[src/design/sm3_pkg.sv]
// Package with the SM3 engine payload types, constants and round functions.
package sm3_pkg;

	typedef struct packed {
		logic       mode;
		logic [7:0] data_byte;
	} in_beat_t;

	typedef struct packed {
		logic [31:0] digest_word;
		logic [2:0]  word_index;
		logic        last_word;
	} out_beat_t;

	localparam logic MODE_ABSORB = 1'b0;
	localparam logic MODE_FINISH = 1'b1;

	localparam logic [31:0] IV0 = 32'h7380166f;
	localparam logic [31:0] IV1 = 32'h4914b2b9;
	localparam logic [31:0] IV2 = 32'h172442d7;
	localparam logic [31:0] IV3 = 32'hda8a0600;
	localparam logic [31:0] IV4 = 32'ha96f30bc;
	localparam logic [31:0] IV5 = 32'h163138aa;
	localparam logic [31:0] IV6 = 32'he38dee4d;
	localparam logic [31:0] IV7 = 32'hb0fb0e4e;
	localparam logic [31:0] T_LOW  = 32'h79cc4519;
	localparam logic [31:0] T_HIGH = 32'h7a879d8a;
	localparam logic [7:0]  PAD_BYTE = 8'h80;

	typedef enum logic [2:0] {
		BYTE_DATA,
		BYTE_PAD,
		BYTE_ZERO,
		BYTE_LEN
	} byte_src_t;

	typedef struct packed {
		logic      buf_we;
		byte_src_t buf_src;
		logic      len_add;
		logic      comp_start;
		logic      chain_init;
		logic      out_load;
	} dp_cmd_t;

	typedef struct packed {
		logic comp_busy;
		logic comp_done;
	} dp_stat_t;

	function automatic logic [31:0] rotl(input logic [31:0] v, input logic [4:0] n);
		logic [63:0] d;
		d = {v, v} << n;
		return d[63:32];
	endfunction

	function automatic logic [31:0] perm0(input logic [31:0] v);
		return v ^ rotl(v, 5'd9) ^ rotl(v, 5'd17);
	endfunction

	function automatic logic [31:0] perm1(input logic [31:0] v);
		return v ^ rotl(v, 5'd15) ^ rotl(v, 5'd23);
	endfunction

endpackage

[src/design/sm3_ram.sv]
// Generic simple dual-port RAM (one write port, one read port) with registered read.
module sm3_ram #(
	parameter int WIDTH = 8,
	parameter int DEPTH = 64
) (
	input  logic                     clk,
	input  logic                     we,
	input  logic [$clog2(DEPTH)-1:0] waddr,
	input  logic [WIDTH-1:0]         wdata,
	input  logic [$clog2(DEPTH)-1:0] raddr,
	output logic [WIDTH-1:0]         rdata
);
	logic [WIDTH-1:0] mem_q [DEPTH];

	always_ff @(posedge clk) begin
		if (we) begin
			mem_q[waddr] <= wdata;
		end
		rdata <= mem_q[raddr];
	end
endmodule

[src/design/sm3_datapath.sv]
// Datapath: block buffer, message length, expansion window, rounds and chain value.
module sm3_datapath (
	input  logic               clk,
	input  logic               arst_n,
	input  sm3_pkg::dp_cmd_t   cmd,
	input  logic [5:0]         wpos,
	input  logic [7:0]         data_byte,
	input  logic [2:0]         out_idx,
	output sm3_pkg::dp_stat_t  stat,
	output logic [31:0]        out_word
);
	logic [7:0]  wbyte;
	logic [7:0]  rbyte;
	logic [5:0]  raddr;
	logic [63:0] len_q;
	logic [31:0] cv_q [8];
	logic [31:0] a_q, b_q, c_q, d_q, e_q, f_q, g_q, h_q;
	logic [31:0] win_q [16];
	logic [31:0] word_acc_q;
	logic [6:0]  ld_q;
	logic        loading_q;
	logic        rd_vld_q;
	logic [6:0]  rnd_q;
	logic        running_q;
	logic        fin_q;
	logic [31:0] wnew;
	logic [31:0] w_k, wp_k, tk, a12, ss1, ss2, ffv, ggv, tt1, tt2;
	logic        lo;

	always_comb begin
		unique case (cmd.buf_src)
			sm3_pkg::BYTE_DATA: wbyte = data_byte;
			sm3_pkg::BYTE_PAD:  wbyte = sm3_pkg::PAD_BYTE;
			sm3_pkg::BYTE_LEN:  wbyte = len_q[8*(7-wpos[2:0]) +: 8];
			default:            wbyte = 8'h00;
		endcase
	end

	assign raddr = ld_q[5:0];

	sm3_ram #(.WIDTH(8), .DEPTH(64)) u_buf (
		.clk(clk), .we(cmd.buf_we), .waddr(wpos), .wdata(wbyte),
		.raddr(raddr), .rdata(rbyte)
	);

	always_ff @(posedge clk or negedge arst_n) begin
		if (!arst_n) begin
			len_q <= '0;
		end else if (cmd.chain_init) begin
			len_q <= '0;
		end else if (cmd.len_add) begin
			len_q <= len_q + 64'd8;
		end
	end

	assign wnew = sm3_pkg::perm1(win_q[0] ^ win_q[7] ^ sm3_pkg::rotl(win_q[13], 5'd15))
		^ sm3_pkg::rotl(win_q[3], 5'd7) ^ win_q[10];
	assign lo   = (rnd_q < 7'd16);
	assign w_k  = win_q[0];
	assign wp_k = win_q[0] ^ win_q[4];
	assign tk   = lo ? sm3_pkg::T_LOW : sm3_pkg::T_HIGH;
	assign a12  = sm3_pkg::rotl(a_q, 5'd12);
	assign ss1  = sm3_pkg::rotl(a12 + e_q + sm3_pkg::rotl(tk, rnd_q[4:0]), 5'd7);
	assign ss2  = ss1 ^ a12;
	assign ffv  = lo ? (a_q ^ b_q ^ c_q) : ((a_q & b_q) | (a_q & c_q) | (b_q & c_q));
	assign ggv  = lo ? (e_q ^ f_q ^ g_q) : ((e_q & f_q) | (~e_q & g_q));
	assign tt1  = ffv + d_q + ss2 + wp_k;
	assign tt2  = ggv + h_q + ss1 + w_k;

	always_ff @(posedge clk or negedge arst_n) begin
		if (!arst_n) begin
			loading_q <= 1'b0;
			rd_vld_q  <= 1'b0;
			running_q <= 1'b0;
			fin_q     <= 1'b0;
			ld_q      <= '0;
			rnd_q     <= '0;
			cv_q[0] <= sm3_pkg::IV0; cv_q[1] <= sm3_pkg::IV1;
			cv_q[2] <= sm3_pkg::IV2; cv_q[3] <= sm3_pkg::IV3;
			cv_q[4] <= sm3_pkg::IV4; cv_q[5] <= sm3_pkg::IV5;
			cv_q[6] <= sm3_pkg::IV6; cv_q[7] <= sm3_pkg::IV7;
		end else begin
			fin_q <= 1'b0;
			if (cmd.chain_init) begin
				cv_q[0] <= sm3_pkg::IV0; cv_q[1] <= sm3_pkg::IV1;
				cv_q[2] <= sm3_pkg::IV2; cv_q[3] <= sm3_pkg::IV3;
				cv_q[4] <= sm3_pkg::IV4; cv_q[5] <= sm3_pkg::IV5;
				cv_q[6] <= sm3_pkg::IV6; cv_q[7] <= sm3_pkg::IV7;
			end
			if (cmd.comp_start) begin
				loading_q <= 1'b1;
				ld_q      <= '0;
				rd_vld_q  <= 1'b0;
			end else if (loading_q) begin
				rd_vld_q <= 1'b1;
				if (ld_q != 7'd64) begin
					ld_q <= ld_q + 7'd1;
				end else begin
					loading_q <= 1'b0;
					rd_vld_q  <= 1'b0;
					running_q <= 1'b1;
					rnd_q     <= '0;
				end
			end else if (running_q) begin
				rnd_q <= rnd_q + 7'd1;
				if (rnd_q == 7'd63) begin
					running_q <= 1'b0;
					fin_q     <= 1'b1;
				end
			end
			if (fin_q) begin
				cv_q[0] <= cv_q[0] ^ a_q; cv_q[1] <= cv_q[1] ^ b_q;
				cv_q[2] <= cv_q[2] ^ c_q; cv_q[3] <= cv_q[3] ^ d_q;
				cv_q[4] <= cv_q[4] ^ e_q; cv_q[5] <= cv_q[5] ^ f_q;
				cv_q[6] <= cv_q[6] ^ g_q; cv_q[7] <= cv_q[7] ^ h_q;
			end
		end
	end

	always_ff @(posedge clk) begin
		if (loading_q && rd_vld_q) begin
			word_acc_q <= {word_acc_q[23:0], rbyte};
			if (ld_q[1:0] == 2'd0) begin
				for (int i = 0; i < 15; i++) begin
					win_q[i] <= win_q[i+1];
				end
				win_q[15] <= {word_acc_q[23:0], rbyte};
			end
		end else if (running_q) begin
			for (int i = 0; i < 15; i++) begin
				win_q[i] <= win_q[i+1];
			end
			win_q[15] <= wnew;
			a_q <= tt1;
			b_q <= a_q;
			c_q <= sm3_pkg::rotl(b_q, 5'd9);
			d_q <= c_q;
			e_q <= sm3_pkg::perm0(tt2);
			f_q <= e_q;
			g_q <= sm3_pkg::rotl(f_q, 5'd19);
			h_q <= g_q;
		end
		if (cmd.comp_start) begin
			a_q <= cv_q[0]; b_q <= cv_q[1]; c_q <= cv_q[2]; d_q <= cv_q[3];
			e_q <= cv_q[4]; f_q <= cv_q[5]; g_q <= cv_q[6]; h_q <= cv_q[7];
		end
	end

	assign stat.comp_busy = cmd.comp_start | loading_q | running_q | fin_q;
	assign stat.comp_done = fin_q;
	assign out_word = cv_q[out_idx];
endmodule

[src/design/sm3_ctrl.sv]
// Controller: sequences absorb, padding, compression and digest output.
module sm3_ctrl (
	input  logic               clk,
	input  logic               arst_n,
	input  logic               in_valid,
	input  sm3_pkg::in_beat_t  in_data,
	output logic               in_stall,
	output logic               out_valid,
	input  logic               out_stall,
	input  sm3_pkg::dp_stat_t  stat,
	output sm3_pkg::dp_cmd_t   cmd,
	output logic [5:0]         wpos,
	output logic [2:0]         out_idx
);
	localparam logic [2:0] S_IDLE  = 3'd0;
	localparam logic [2:0] S_COMP  = 3'd1;
	localparam logic [2:0] S_PADZ  = 3'd2;
	localparam logic [2:0] S_LEN   = 3'd3;
	localparam logic [2:0] S_FCOMP = 3'd4;
	localparam logic [2:0] S_OUT   = 3'd5;

	logic [2:0] state_q;
	logic [5:0] fill_q;
	logic [2:0] idx_q;
	logic       started_q;
	logic       second_q;
	logic       acc;

	assign in_stall  = (state_q != S_IDLE);
	assign acc       = in_valid && !in_stall;
	assign out_valid = (state_q == S_OUT);
	assign out_idx   = idx_q;
	assign wpos      = fill_q;

	always_comb begin
		cmd = '0;
		cmd.buf_src = sm3_pkg::BYTE_ZERO;
		unique case (state_q)
			S_IDLE: begin
				if (acc) begin
					cmd.buf_we  = 1'b1;
					cmd.buf_src = (in_data.mode == sm3_pkg::MODE_ABSORB) ?
						sm3_pkg::BYTE_DATA : sm3_pkg::BYTE_PAD;
					cmd.len_add = (in_data.mode == sm3_pkg::MODE_ABSORB);
				end
			end
			S_PADZ: begin
				cmd.buf_we = 1'b1;
			end
			S_LEN: begin
				cmd.buf_we  = 1'b1;
				cmd.buf_src = sm3_pkg::BYTE_LEN;
			end
			S_COMP, S_FCOMP: begin
				cmd.comp_start = !started_q;
			end
			S_OUT: begin
				cmd.chain_init = !out_stall && (idx_q == 3'd7);
			end
			default: ;
		endcase
	end

	always_ff @(posedge clk or negedge arst_n) begin
		if (!arst_n) begin
			state_q   <= S_IDLE;
			fill_q    <= '0;
			idx_q     <= '0;
			started_q <= 1'b0;
			second_q  <= 1'b0;
		end else begin
			unique case (state_q)
				S_IDLE: begin
					if (acc) begin
						fill_q <= fill_q + 6'd1;
						if (in_data.mode == sm3_pkg::MODE_ABSORB) begin
							if (fill_q == 6'd63) begin
								state_q <= S_COMP;
							end
						end else begin
							second_q <= (fill_q >= 6'd56);
							if (fill_q == 6'd63) begin
								state_q <= S_FCOMP;
							end else if (fill_q == 6'd55) begin
								state_q <= S_LEN;
							end else begin
								state_q <= S_PADZ;
							end
						end
					end
				end
				S_PADZ: begin
					fill_q <= fill_q + 6'd1;
					if (fill_q == 6'd63) begin
						state_q <= S_FCOMP;
					end else if (fill_q == 6'd55 && !second_q) begin
						state_q <= S_LEN;
					end
				end
				S_LEN: begin
					fill_q <= fill_q + 6'd1;
					if (fill_q == 6'd63) begin
						state_q <= S_FCOMP;
					end
				end
				S_COMP, S_FCOMP: begin
					started_q <= 1'b1;
					if (stat.comp_done) begin
						started_q <= 1'b0;
						if (state_q == S_COMP) begin
							state_q <= S_IDLE;
						end else if (second_q) begin
							second_q <= 1'b0;
							state_q  <= S_PADZ;
						end else begin
							state_q <= S_OUT;
							idx_q   <= '0;
						end
					end
				end
				S_OUT: begin
					if (!out_stall) begin
						idx_q <= idx_q + 3'd1;
						if (idx_q == 3'd7) begin
							state_q <= S_IDLE;
						end
					end
				end
				default: state_q <= S_IDLE;
			endcase
		end
	end
endmodule

[src/design/sm3_hash_engine_unit.sv]
// Top level of the SM3 hash engine.
// Input beats carry a mode bit and a message byte. Mode zero absorbs the byte
// into the 64-byte block buffer; mode one pads the message, hashes the final
// block or blocks and delivers the digest.
// An absorb beat that does not fill the block does not stall the input. The beat that
// fills a block stalls the input while the compression starts, the sixteen
// message words are reloaded from the block RAM, the 64 rounds run and the
// result is folded into the chain.
// A finish beat writes the padding one byte a cycle, runs one or two
// compressions, then shows eight output beats with words in big-endian order,
// index zero first and the last flag on index seven.
// While the output is stalled the current word holds and no input is taken.
// After the eighth word the chain value returns to the initial value, so the
// next message starts clean.
// Reset clears the chain value to the initial value, the byte count and the
// bit length; the block RAM holds no reset value and is always written first.
module sm3_hash_engine_unit (
	input  logic                clk,
	input  logic                arst_n,
	input  logic                in_valid,
	output logic                in_stall,
	input  sm3_pkg::in_beat_t   in_data,
	output logic                out_valid,
	input  logic                out_stall,
	output sm3_pkg::out_beat_t  out_data
);
	sm3_pkg::dp_cmd_t  cmd;
	sm3_pkg::dp_stat_t stat;
	logic [5:0]  wpos;
	logic [2:0]  out_idx;
	logic [31:0] out_word;

	sm3_ctrl u_ctrl (
		.clk(clk), .arst_n(arst_n), .in_valid(in_valid), .in_data(in_data),
		.in_stall(in_stall), .out_valid(out_valid), .out_stall(out_stall),
		.stat(stat), .cmd(cmd), .wpos(wpos), .out_idx(out_idx)
	);

	sm3_datapath u_dp (
		.clk(clk), .arst_n(arst_n), .cmd(cmd), .wpos(wpos),
		.data_byte(in_data.data_byte), .out_idx(out_idx),
		.stat(stat), .out_word(out_word)
	);

	assign out_data.digest_word = out_word;
	assign out_data.word_index  = out_idx;
	assign out_data.last_word   = (out_idx == 3'd7);
endmodule

[config.mk]
export PLATFORM = sky130hd
export DESIGN_NAME = sm3_hash_engine_unit
export DESIGN_NICKNAME = d
export VERILOG_FILES = /design/src/design/sm3_pkg.sv /design/src/design/sm3_ram.sv /design/src/design/sm3_datapath.sv /design/src/design/sm3_ctrl.sv /design/src/design/sm3_hash_engine_unit.sv
export SDC_FILE = /design/constraint.sdc
export NUM_CORES = 2
export LEC_CHECK = 0
export BUFFER_PORTS_ARGS = -buffer_cell sky130_fd_sc_hd__buf_2
export CAP_MARGIN = 10
export CORE_MARGIN = 2
export CORE_UTILIZATION = 48
export CTS_CLUSTER_DIAMETER = 120
export DETAILED_ROUTE_END_ITERATION = 7
export PLACE_DENSITY = 0.65
export SYNTH_ARGS = -nofsm -noshare
export SYNTH_HDL_FRONTEND = slang
export SYNTH_SLANG_ARGS = --single-unit
[constraint.sdc]
create_clock -name clk -period 18.5 [get_ports clk]
set_input_delay 3.7 -clock clk [delete_from_list [all_inputs] [get_ports clk]]
set_output_delay 3.7 -clock clk [all_outputs]
set_load 0.03 [all_outputs]
* Yosys cells after proc, flatten, opt, wreduce, memory -nomap -nowiden
Memories as Yosys holds them, arrays and structs flattened. A register that Yosys moved wholly into a read port is not among the register bits. Index checks and enable logic that the tools add are counted. W data, S select, Z words.
Word-level totals: register bits 632, RAM bits 1024, memories kept 2
Operators by class: add/sub/neg operators 14, order comparisons 3, equality and inequality tests 24, shift operators 2, mux-type cells 112, bitwise logic cells 50, reduce and logical (&&, ||, !) cells 31
Memories:
- u_dp.u_buf.mem_q | depth 64, bits a word 8, rd ports 1, clocked after Yosys merged registers in 1, write ports 1, line sm3_ram.sv:13 | logic [WIDTH-1:0] mem_q [DEPTH];
- u_dp.win_q | depth 16, bits a word 32, rd ports 16, clocked after Yosys merged registers in 0, write ports 16, line sm3_datapath.sv:18 | logic [31:0] win_q [16];
Operators by type and width (count):
- $mux W32 | 44
- $xor A32 B32 Y32 | 22
- $mux W256 | 2
- $add A32 B32 Y32 | 8
- $and A32 B32 Y32 | 5
- $mux W64 | 2
- $bmux W32 S3 | 1
- $or A32 B32 Y32 | 3
- $add A64 B4 Y64 const B | 1
- $shiftx A64 B33 Y8 | 1
- $shl A64 B5 Y64 | 1
- $mux W3 | 16
- $mux W7 | 6
- $not A32 Y32 | 1
- $mux W1 | 31
- $mux W26 | 1
- $pmux W8 S3 | 1
- $reduce_bool A2 Y1 | 9
- $or A1 B1 Y1 | 16
- $pmux W3 S5 | 1
- $add A7 B1 Y7 const B | 2
- $eq A6 B6 Y1 const B | 2
- $ne A2 B2 Y1 const B | 6
- $pmux W3 S2 | 2
- other kinds (30) | 52

* Longest topological paths before layout
word-level depth 12, depth in mapped cells 46, depth with buffers taken out 39

* Hierarchy
From an unflattened synthesis, not the netlist that was laid out.
Second synthesis, totals: cells, all modules 5963, area total of the unflattened synthesis 81932.3 um2
Modules (own cells, without submodules):
- sm3_datapath | times used 1, cells an instance 4886, area each 60795.8 um2
- sm3_ram | times used 1, cells an instance 972, area each 20190.6 um2
- sm3_ctrl | times used 1, cells an instance 104, area each 939.7 um2
- sm3_hash_engine_unit | times used 1, cells an instance 1, area each 6.3 um2

* Worst setup path after synthesis
OpenSTA, ideal clock, no wires.
path kind register to register, from register u_dp.ld_q[0], to memory u_dp.win_q[0][0], enable pin, setup time 971 ps, data arrival time 14026 ps, data required time 17529 ps, slack 3503 ps, cell stages (with the launch flop) 10, clock period less this slack 14997 ps, path through dfrtp_1 > clkbuf_1 > clkbuf_1 > buf_2 > buf_2 > inv_1 > ha_1 > and3_1 > clkbuf_1 > nand2b_1
RTL lines:
- from (decl) | line sm3_datapath.sv:20 | logic [6:0] ld_q;
- from (signal assigned) | line sm3_datapath.sv:97 | ld_q <= ld_q + 7'd1;
- to (decl) | line sm3_datapath.sv:18

* Final worst setup path
from register u_dp.rnd_q[6], to register u_dp.a_q[30] (data pin)
Between the ends: cells in the longest elaborated chain, start to end 10
RTL lines:
- from (decl) | line sm3_datapath.sv:23 | logic [6:0] rnd_q;
- from (signal assigned) | line sm3_datapath.sv:105 | rnd_q <= rnd_q + 7'd1;
- $lt A7 B5 Y1 (*) | line sm3_datapath.sv:58 | assign lo = (rnd_q < 7'd16);
- $mux W26 | line sm3_datapath.sv:61 | assign tk = lo ? sm3_pkg::T_LOW : sm3_pkg::T_HIGH;
- $shl A64 B5 Y64 | line sm3_pkg.sv:53 | d = {v, v} << n;
- $add A32 B32 Y32 | line sm3_datapath.sv:63 | assign ss1 = sm3_pkg::rotl(a12 + e_q + sm3_pkg::rotl(tk, rnd_q[4:0]), 5'd7);
- $xor A32 B32 Y32 | line sm3_datapath.sv:64 | assign ss2 = ss1 ^ a12;
- $add A32 B32 Y32 (*) (2 in a row) | line sm3_datapath.sv:67 | assign tt1 = ffv + d_q + ss2 + wp_k;
- $mux W32 (*) | line sm3_datapath.sv:129 | end else if (running_q) begin
- $mux W32 (*) | line sm3_datapath.sv:121 | if (loading_q && rd_vld_q) begin
- $mux W32 (*) | line sm3_datapath.sv:143 | if (cmd.comp_start) begin
- to (signal assigned) | line sm3_datapath.sv:134 | a_q <= tt1;
- to (signal assigned) | line sm3_datapath.sv:144 | a_q <= cv_q[0]; b_q <= cv_q[1]; c_q <= cv_q[2]; d_q <= cv_q[3];
- to (decl) | line sm3_datapath.sv:17 | logic [31:0] a_q, b_q, c_q, d_q, e_q, f_q, g_q, h_q;
Mark *: on every way between the ends. The rest lies on a longest branch, timed or not. The select of a mux whose other input is x is not followed. A chain may end at the register's enable or synchronous reset.

==> impl_metrics.csv <==
group,metric,value,unit
status,status,"completed",
global_routing,gr-total-overflow,0,
timing,slew_headroom,24.7,%
synth,ys.warnings.count,0,
run,maxCapViolCount,0,
timing,finalHoldViolCount,0,
synth,ys_seq_area_share,59.8,%
floorplan,fp.dieW,414,um
clocking,cts_tree,"built",
timing,setup_tns,0,ns
routing,wl,226000,um
place,dp_slack,8.38,ns
clocking,cts_sinks,1661,
timing,setup_slack,8.02,ns
worst_setup_path,cp-start-kind,"register",
place,io_buffer_count,50,
global_routing,grt_pass1_vias,47203,
final_layout,drive_gt1_share,12.8,%
synth,synth_fp_nets,6551,
timing,fmaxAchievable,95.4,MHz
routing,final_antenna_net_count,0,
routing,drc_errors,0,
clocking,numCtsBuffers,173,
global_routing,grt_pass1_wl,328000,um
synth,async_reset_ff_share,21.0,%
worst_setup_path,critical_path_class,"reg -> reg",
final_layout,layout.nets,6541,
synth,ys_types,94,
timing,fin_worst_skew,0.0676,ns
timing,holdWs,0.384,ns
worst_setup_path,cp.arrival,10.97,ns
synth,synth_cells,6241,
clocking,insertion_delay,0.84,ns
worst_setup_path,critPathSlowestCell,"or3_4",
routing,num_vias,50082,
floorplan,rows,150,
worst_setup_path,worstPathMaxFanout,23,
place,hpwl,158000,um
clocking,clk_pin_slew,0.06,ns
timing,maxSlewViolCount,0,
worst_setup_path,r2r_cells,35,
floorplan,fp.dieArea,0.171,mm^2
clocking,cts_resized,0,
routing,post_drt_wl_per_cell,26.4,um
synth,dominantRegCellSynth,"edfxtp_1",
worst_setup_path,required,18.99,ns
global_routing,gr-usage-all-layers,26.4,%
clocking,htreeDepth,4,
routing,routed_via_density,5.84,
floorplan,io_pins,51,
place,gp_congestion,0.985,
timing,finalSetupViolations,0,
final_layout,areaGrowthSynthToFinish,10.3,%
min_path,holdPathStages,0,
synth,syn-mean-instance-area,12.9,um^2
clocking,cts_hold_buf,0,
synth,ys_ff_latch,1661,
final_layout,layout_common_cells,"edfxtp_1 (1304), nand2_1 (876), o21ai_0 (421)",
synth,syn_area,0.0807,mm^2
floorplan,core_area,0.167,mm^2
global_routing,grt_start_max_net_pins,203,
clocking,post_cts_buffers,0,
synth,synth_edf_count,1304,
timing,rsz0062_at_grt,"no",
worst_setup_path,slowest_delay,0.63,ns
floorplan,die_h,414,um
clocking,clockBufferDepth,3,
routing,drt_pass1_iterations,8,
final_layout,final_common_cell,"edfxtp_1",
global_routing,antenna_found_initial,8,
floorplan,start_util,48.3,%
min_path,hp-class,"reg -> reg",
timing,worstMarginPinSlew,1.13,ns
clocking,clockRootBuffer,"clkbuf_16",
routing,drt_iter0_markers,5646,
timing,fin_crit,10.48,ns
timing,min_period_over_period,56.7,%
worst_setup_path,cp-end-kind,"register",
==> state kept, by name, indices dropped and copies added, names as in the netlist, 3 cells and up <==
| signal | count |
|---|---|
| u_dp.u_buf.mem_q | 512 |
| u_dp.win_q | 512 |
| u_dp.cv_q | 256 |
| u_dp.len_q | 61 |
| u_dp.a_q | 32 |
| u_dp.b_q | 32 |
| u_dp.c_q | 32 |
| u_dp.d_q | 32 |
| u_dp.e_q | 32 |
| u_dp.f_q | 32 |
| u_dp.g_q | 32 |
| u_dp.h_q | 32 |
| u_dp.word_acc_q | 24 |
| u_dp.u_buf.rdata | 8 |
| u_dp.ld_q | 7 |
| u_dp.rnd_q | 7 |
| u_ctrl.wpos | 6 |
| u_ctrl.out_idx | 3 |
| u_ctrl.state_q | 3 |
==> layout make-up <==
type	count	area [um^2]
antenna	1	2.50
clock buffer	230	4710
clock inverter	92	1010
fill	13904	78100
inverter	351	1320
multi-input combinational	3935	30100
sequential	1661	48200
tap	2204	2760
timing repair buffer	109	753
==> routing by layer <==
layer / vias up / global-route usage (%) / wire (um)
li1: 22352 / - / -
met4: 4 / 10.7 / 9950
met3: 329 / 4.67 / 16800
met2: 1882 / 40.1 / 104000
met1: 25515 / 37.7 / 96000
met5: - / 0 / 26
==> synth_stat cells, types with 120 or more instances <==
master	count	share of area, %
edfxtp_1	1304	49
nand2_1	877	4.1
o21ai_0	425	2.6
a21oi_1	369	2.3
xnor2_1	353	3.8
inv_1	348	1.6
nor2_1	312	1.5
mux4_2	239	6.7
clkbuf_1	230	1.1
dfrtp_1	230	7.1
fa_1	188	4.7
a31oi_1	131	1.0
mux2i_1	120	1.5
xor2_1	120	1.3
==> stage by stage <==
step	util (%)	instance area (um^2)	cells
after floorplan	-	80700	6241
after global placement	49.8	83200	8260
after detailed placement	49.8	83200	8260
after CTS	53.2	88900	8582
after global routing	53.2	88900	8583
final	53.2	88900	8583
==> critical path, delay by kind of cell, from the launching register on <==
kind	cells	cell delay [ns]
adder cells (fa/ha/maj)	7	2.84
AO/OA/AOI/OAI	17	4.27
flip-flops	1	0.43
multiplexers	2	0.52
buffers and inverters	3	0.44
XOR/XNOR	3	0.73
AND/OR/NAND/NOR	3	0.93
==> path summary, 6_finish.rpt <==
path	start	slack [ns]	end
worst max-delay path	u_dp.rnd_q[6]	8.02	u_dp.a_q[30]
worst min-delay path	u_dp.win_q[2][102]	0.38	u_dp.win_q[2][70]
worst max register to register	u_dp.rnd_q[6]	8.02	u_dp.a_q[30]
worst min register to register	u_dp.win_q[2][102]	0.38	u_dp.win_q[2][70]
max in group asynchronous	arst_n	13.46	u_dp.cv_q[182]
min in group asynchronous	arst_n	2.89	u_dp.cv_q[111]
==> kinds of logic after synthesis <==
kind of cell             Yosys count  share of synthesized area (%)
adder cells (fa/ha/maj)          297                           6.36
AO/OA/AOI/OAI                   1110                           7.82
XOR/XNOR                         478                           5.28
flip-flops                      1661                           59.8
buffers and inverters            645                           3.03
multiplexers                     403                           8.78
AND/OR/NAND/NOR                 1647                           8.98
Power is not shown: default switching activity piles up to over one toggle a cycle in this logic, so the estimate is an artifact.
